$ cat src/hdl/vwib_ram.sv
// Generic single-port-write, single-port-read RAM with registered read data.
module vwib_ram #(
	parameter int Width = 8,
	parameter int Depth = 16
) (
	input  logic                     clk,
	input  logic                     we,
	input  logic [$clog2(Depth)-1:0] waddr,
	input  logic [Width-1:0]         wdata,
	input  logic [$clog2(Depth)-1:0] raddr,
	output logic [Width-1:0]         rdata
);

	logic [Width-1:0] mem [Depth];

	// Write port and registered read port.
	always_ff @(posedge clk) begin
		if (we) begin
			mem[waddr] <= wdata;
		end
		rdata <= mem[raddr];
	end

endmodule
$ cat config.mk
export PLATFORM = sky130hd
export DESIGN_NAME = vwib_ram
export DESIGN_NICKNAME = d
export VERILOG_FILES = /design/src/hdl/vwib_ram.sv
export SDC_FILE = /design/constraint.sdc
export NUM_CORES = 1
export LEC_CHECK = 0
export BUFFER_PORTS_ARGS = -buffer_cell sky130_fd_sc_hd__buf_2
export CAP_MARGIN = 20
export CORE_MARGIN = 10
export CORE_UTILIZATION = 54
export DETAILED_ROUTE_END_ITERATION = 8
export MAX_ROUTING_LAYER = met4
export PLACE_DENSITY = 0.84
export SKIP_CTS_REPAIR_TIMING = 1
export SLEW_MARGIN = 20
export SYNTH_ARGS = -nofsm -noshare
export SYNTH_HDL_FRONTEND = slang
export SYNTH_SLANG_ARGS = --single-unit
export TNS_END_PERCENT = 100
$ cat constraint.sdc
create_clock -name clk -period 1.4 [get_ports clk]
set_input_delay 0 -clock clk [delete_from_list [all_inputs] [get_ports clk]]
set_output_delay 0 -clock clk [all_outputs]
set_load 0.05 [all_outputs]
After elaboration in Yosys (flattened, before gate mapping):

Memory sizes are Yosys's and may differ from the RTL's. A register that Yosys moved wholly into a read port is not among the register bits.
Index checks and enable logic that the tools add are counted.

* register bits after elaboration: 0
* bits in latches: 0
* RAM bits: 128
* ROM bits: 0
* input bits: 18
* output and inout bits: 8
* memories: 1

* add/sub/neg operators: 0
* multiply operators: 0
* divide/modulo/power cells: 0
* order comparisons: 0
* eq/ne operators: 0
* shifts and indexed selects: 0
* muxes and demuxes: 2
* bitwise logic cells: 0
* reduce and logical (&&, ||, !) cells: 0

Memories
* mem: words 16, width 8, rd ports 1, clocked after memory_dff 1, write ports 1, line 14 `logic [Width-1:0] mem [Depth];`

Operators by type and width (number)
* 1-bit two-way mux: 2

Depth between registers and ports, before layout:

Gate-level depths: netlist (run 1).

* depth in word-level cells: 2
* depth in mapped cells: 5
* depth with buffers taken out: 3

Worst setup path before layout (run 1):

No wires, ideal clock.

* path type: input-to-reg
* from: input waddr[2]
* to: memory mem[0][0], enable pin
* arrival: 1.110 ns
* data required time: 1.017 ns
* path slack: -0.093 ns
* cell stages on the path: 2
* cell sequence: or3b_2 > nor3_1

RTL lines
* start, declared: line 8 `input logic [$clog2(Depth)-1:0] waddr,`
* end, declared: line 14

No word-level cell before the write port.

==> metrics.csv, run 1 <==
stage;metric;value;unit
logic_synthesis;yosysUniqueCellTypes;19;
grt;grt_max_degree;33;
sta;clock_skew;0.00838;ns
sta;period_share;97.2;%
die;start_util;55.7;%
sta;final_max_slew_viol_count;0;
logic_synthesis;synth_warnings;0;
job;cap_violations;0;
power_and_ir_drop;p_per_area;1500;mW/mm2
routing;routed_via_density;5.85;
grt;grt_pass1_wl;15900;um
cts;path_clk_slew;0.06;ns
cells_and_area;fin_util;67.2;%
grt;track_usage;15.7;%
power_and_ir_drop;p_int;7290;uW
routing;drt_iter0_drc;189;
die;num_rows;35;
critical_path;path_class;reg -> reg;
power_and_ir_drop;p_seq_share;49.2;%
cells_and_area;nNetsFinal;311;
cts;cts_buffers;17;
power_and_ir_drop;comb_power_share;5.9;%
sta;max_freq;735;MHz
logic_synthesis;ys_ff_latch;136;
routing;ant_nets;0;
power_and_ir_drop;p_sw_share;21.7;%
run_status;status;completed;
die;pin_count;26;
placement;globalplace.congestion;0.739;
routing;dr.pass1.iters;4;
cells_and_area;areaGrowthSynthToFinish;20.7;%
placement;dpl_cell_area;0.00556;mm2
logic_synthesis;yosysSeqAreaShare;77.8;%
power_and_ir_drop;p_sw;2020;uW
routing;wl;10200;um
routing;drc;0;
grt;gr-total-overflow;0;
cts;cts_sinks;136;
sta;relSlewSlack;68.5;%
logic_synthesis;syn_area;0.00515;mm2
critical_path;crit_chain;mux4_2 > a22oi_1 > nand2_1;
cells_and_area;finalInstanceArea;0.00621;mm2
grt;grt_pass1_vias;2664;
critical_path;cp_max_fo;1;
grt;antenna_found_initial;1;
sta;tightest_slew;0.472;ns
die;die_h;118;um
placement;io_buffers;25;
power_and_ir_drop;p_clk_share;44.9;%
critical_path;crit_family;multiplexers;
critical_path;start_kind;flop;
sta;hold_viol;0;
power_and_ir_drop;leakage;0.00211;uW
cts;clk_latency;0.51;ns
sta;rsz0062_at_grt;no;
logic_synthesis;postSynthCellCount;229;
critical_path;crit_path_end_kind;flop;
sta;min_period;1.36;ns
cts;cts.htree.levels;4;
critical_path;slowest_stage;mux4_2;
logic_synthesis;synth.net_count;247;
sta;finalSetupViolCount;0;
cts;clockBufferDepth;2;
die;floorplan.die_area;0.0138;mm2
critical_path;cp_data_arrival_time;1.75;ns
cts;root_buffer;clkbuf_8;
critical_path;path_buf_inv;0;
placement;dp_hpwl;6400;um
die;die_x;118;um
cells_and_area;drive_gt1_share;33.3;%
power_and_ir_drop;peakVddDrop;0.930;mV
critical_path;rrSetupSlack;0.04;ns
routing;vias;2550;
die;core;0.00924;mm2
hold_path;hp-class;in -> reg;
logic_synthesis;syn_area_per_cell;22.5;um2
critical_path;cp_data_required_time;1.79;ns
cts;cts_tree;done;
critical_path;critical-path-max-stage-delay;0.49;ns
routing;wl_per_cell;23.4;um
-- cell usage after synthesis --
master / number / share of area (%)
clkdlybuf4s25_2: 3 / 0.58
nand3_1: 1 / 0.097
mux4_2: 18 / 7.9
and2_1: 1 / 0.12
mux4_1: 14 / 7.1
or3b_2: 1 / 0.17
dfxtp_1: 8 / 3.1
nand3b_1: 2 / 0.29
a22oi_1: 16 / 2.3
nor2_1: 13 / 0.95
buf_6: 3 / 0.66
nor2b_1: 1 / 0.12
edfxtp_1: 128 / 75
and2b_1: 1 / 0.15
nor3_1: 4 / 0.39
buf_4: 1 / 0.15
buf_2: 3 / 0.29
nand2b_1: 2 / 0.24
nand2_1: 9 / 0.66
-- worst paths after layout --
path                        from             endpoint  depth (start not counted)
max reg2reg  mem[8][6]$_DFFE_PP_     rdata[6]$_DFF_P_                          3
min                     waddr[0]  mem[0][6]$_DFFE_PP_                          3
max          mem[8][6]$_DFFE_PP_     rdata[6]$_DFF_P_                          3
min reg2reg  mem[7][0]$_DFFE_PP_     rdata[0]$_DFF_P_                          3
-- cell type report --
type | count | area, um2
Antenna cell | 1 | 2.50
Multi-Input combinational cell | 83 | 1070
Clock buffer | 17 | 414
Sequential cell | 136 | 4000
Timing Repair Buffer | 55 | 408
Fill cell | 571 | 3030
Clock inverter | 15 | 154
Tap cell | 129 | 161
-- metal layers --
layer | wire length (um) | vias to the layer above | global-route usage, %
met2 | 5050 | 122 | 23.7
met4 | 188 | 0 | 7.26
met5 | 0 | - | -
li1 | - | 1107 | -
met1 | 4250 | 1309 | 19.8
met3 | 689 | 12 | 3.79
-- registers in the layout (all words and copies together), names as in the netlist --
name / cells
mem: 128
rdata: 8
-- power by group through the flow --
stage                     combinational, uW  sequential (uW)  clock [uW]
after floorplan                         231             4750           0
after global placement                  503             4660           0
after detailed placement                521             4670           0
after CTS                               527             4590        4230
after global routing                    586             4600        4410
final                                   549             4590        4180
-- metrics by stage --
stage                     setup WS [ns]  std cells  total power (uW)  setup TNS (ns)  hold WS (ns)
after floorplan                   0.134        229              4980               0        0.0989
after global placement           0.0781        395              5170               0         0.385
after detailed placement        0.00391        395              5190               0         0.396
after CTS                       -0.0379        427              9350         -0.0631        -0.147
after global routing            0.00756        436              9600               0        0.0429
final                            0.0398        436              9320               0        0.0604
-- logic make-up after synthesis --
group | count (synthesis) | share of synthesized area, %
mux | 32 | 15.0
compound gates | 16 | 2.33
buf+inv | 10 | 1.68
simple gates | 35 | 3.18
flops | 136 | 77.8
-- cell usage in the layout (no fill, tap or decap) --
master,Yosys,final
nand2_1,9,9
clkinv_4,0,3
mux4_1,14,12
mux4_2,18,20
a22oi_1,16,13
clkinvlp_4,0,5
and2b_1,1,1
or3b_2,1,1
nand3b_1,2,2
buf_2,3,25
nor3_2,0,1
nor3_1,4,3
nor2_1,13,13
inv_6,0,2
diode_2,0,1
clkinv_2,0,1
clkbuf_8,0,1
a22oi_2,0,3
and2_1,1,1
bufinv_16,0,2
clkbuf_16,0,16
nand3_1,1,1
nor2b_1,1,1
clkinv_1,0,2
buf_4,1,19
buf_12,0,3
nand2b_1,2,2
dlygate4sd3_1,0,8
dfxtp_1,8,8
edfxtp_1,128,128
-- worst reg2reg max path, stage by stage (launching register included) --
cell and delay (ns):
edfxtp_1 0.41, mux4_2 0.49, a22oi_1 0.27, nand2_1 0.09
Power figures use the tool's default switching activity.
==> run 2: changes to the inputs <==
--- a/config.mk
+++ b/config.mk
@@ -5,11 +5,11 @@
 export SDC_FILE = /design/constraint.sdc
 export NUM_CORES = 1
 export LEC_CHECK = 0
-export BUFFER_PORTS_ARGS = -buffer_cell sky130_fd_sc_hd__buf_2
 export CAP_MARGIN = 20
 export CORE_MARGIN = 10
-export CORE_UTILIZATION = 54
+export CORE_UTILIZATION = 56
 export DETAILED_ROUTE_END_ITERATION = 8
+export DONT_BUFFER_PORTS = 1
 export MAX_ROUTING_LAYER = met4
 export PLACE_DENSITY = 0.84
 export SKIP_CTS_REPAIR_TIMING = 1
==> metrics.csv, run 2 (synthesized netlist as in run 1, its figures left out) <==
stage;metric;value;unit
run_status;status;finished, violations left;
run_status;violations;negative hold slack;
critical_path;slowest_stage;mux4_2;
power_and_ir_drop;comb_power_share;3.6;%
sta;clock_skew;0.00599;ns
grt;gr-total-overflow;0;
routing;vias;2457;
die;die_x;116;um
die;pin_count;26;
cells_and_area;mostFrequentLayoutCells;128 x edfxtp_1, 19 x mux4_2, 19 x buf_4;
hold_path;hp-class;in -> reg;
sta;hold_slack;-0.158;ns
sta;final_max_slew_viol_count;0;
sta;tightest_slew;0.586;ns
placement;dpl_cell_area;0.00534;mm2
routing;drt_iter0_drc;244;
critical_path;cp_max_fo;1;
grt;grt_max_degree;33;
critical_path;cp_data_required_time;1.79;ns
sta;period_share;97.2;%
critical_path;start_kind;flop;
power_and_ir_drop;p_seq_share;46.7;%
power_and_ir_drop;peakVddDrop;0.954;mV
die;start_util;58.2;%
power_and_ir_drop;p_int;8070;uW
cells_and_area;regMostFlops;mem;
routing;wl_met3;838;um
routing;dr.pass1.iters;5;
sta;rsz0062_at_grt;no;
cts;cts.htree.levels;4;
power_and_ir_drop;power;10000;uW
power_and_ir_drop;leakage;0.00207;uW
sta;finalSetupViolCount;0;
placement;pre_cts_ws;0.0534;ns
routing;met2_length;5270;um
cts;cts_sinks;136;
critical_path;crit_chain;mux4_2 > a22oi_1 > nand2_1;
cells_and_area;drive_gt1_share;25.4;%
die;floorplan.die_area;0.0134;mm2
die;num_rows;34;
sta;min_period;1.36;ns
placement;io_buffers;0;
cts;clk_latency;0.51;ns
cells_and_area;diodes;0;
routing;wl_per_cell;26.9;um
sta;final.setup.tns;0;ns
cells_and_area;mostFrequentLayoutCell;edfxtp_1;
power_and_ir_drop;p_per_area;1630;mW/mm2
grt;track_usage;16.9;%
cts;root_buffer;clkbuf_8;
grt;grt_pass1_vias;2491;
placement;dp_hpwl;5950;um
sta;max_freq;735;MHz
critical_path;critical-path-max-stage-delay;0.47;ns
routing;wirelength_met1;4280;um
power_and_ir_drop;p_sw;1950;uW
cells_and_area;largest_register_ffs;128;
placement;globalplace.congestion;0.739;
job;cap_violations;0;
routing;drc;0;
cells_and_area;areaGrowthSynthToFinish;19.7;%
routing;dr.max_layer_used;met4;
cts;clockBufferDepth;2;
routing;ant_nets;0;
grt;antenna_found_initial;0;
power_and_ir_drop;p_sw_share;19.4;%
critical_path;crit_path_end_kind;flop;
die;die_h;116;um
routing;routed_via_density;6.27;
power_and_ir_drop;p_clk_share;49.6;%
cts;cts_buffers;17;
critical_path;rrSetupSlack;0.04;ns
cells_and_area;reg.largest.list;mem: 128 flops, rdata: 8 flops;
cells_and_area;finalInstanceArea;0.00616;mm2
sta;setup_ws;0.0394;ns
cells_and_area;nNetsFinal;289;
cts;cts_tree;done;
sta;relSlewSlack;60.8;%
critical_path;path_class;reg -> reg;
grt;grt_pass1_wl;15600;um
sta;hold_viol;8;
routing;wl;10600;um
die;core;0.00885;mm2
cts;path_clk_slew;0.06;ns
critical_path;cp_data_arrival_time;1.75;ns
## run 2: cell types whose count changed in the layout (fill, tap and decap cells not counted), moves of 3 or more
cell,previous run,this run
buf_2,25,0
dlygate4sd3_1,8,13
clkinvlp_4,5,2
bufinv_16,2,6
## run 2: worst max-delay path, delay by kind of cell, from the launching register on
| family | cells | cell delay, ns |
|---|---|---|
| AOI/OAI and AO/OA | 1 | 0.28 |
| muxes | 1 | 0.47 |
| DFF | 1 | 0.38 |
| and+or+nand+nor | 1 | 0.10 |
## run 2: final timing paths
path	start	endpoint	depth (start not counted)
max	mem[11][6]$_DFFE_PP_	rdata[6]$_DFF_P_	3
max reg2reg	mem[11][6]$_DFFE_PP_	rdata[6]$_DFF_P_	3
min reg2reg	mem[14][7]$_DFFE_PP_	rdata[7]$_DFF_P_	3
min	raddr[0]	rdata[0]$_DFF_P_	3
## run 2: final cells by class
cell class | instances | area, um2
Sequential cell | 136 | 4000
Fill cell | 542 | 2690
Multi-Input combinational cell | 83 | 1060
Clock buffer | 20 | 445
Timing Repair Buffer | 33 | 293
Clock inverter | 12 | 221
Tap cell | 108 | 135
## run 2: stage by stage
step           util, %  std cells
3_5_place_dp      60.4        346
2_1_floorplan        -        229
4_1_cts           67.9        378
6_report          69.6        392
3_3_place_gp      60.4        346
5_1_grt           69.6        392
## run 2: layer usage
metal  vias to the layer above  global-route usage [%]
met5                         -                       -
met4                         0                    6.59
met3                        12                    6.98
met2                       119                    25.4
met1                      1269                    20.1
li1                       1057                       -
## run 2: power groups by stage
stage          clock [uW]  combinational, uW  sequential [uW]
2_1_floorplan           0                231             4750
3_3_place_gp            0                245             4760
3_5_place_dp            0                251             4770
4_1_cts              5020                256             4690
5_1_grt              5220                392             4690
6_report             4970                365             4680
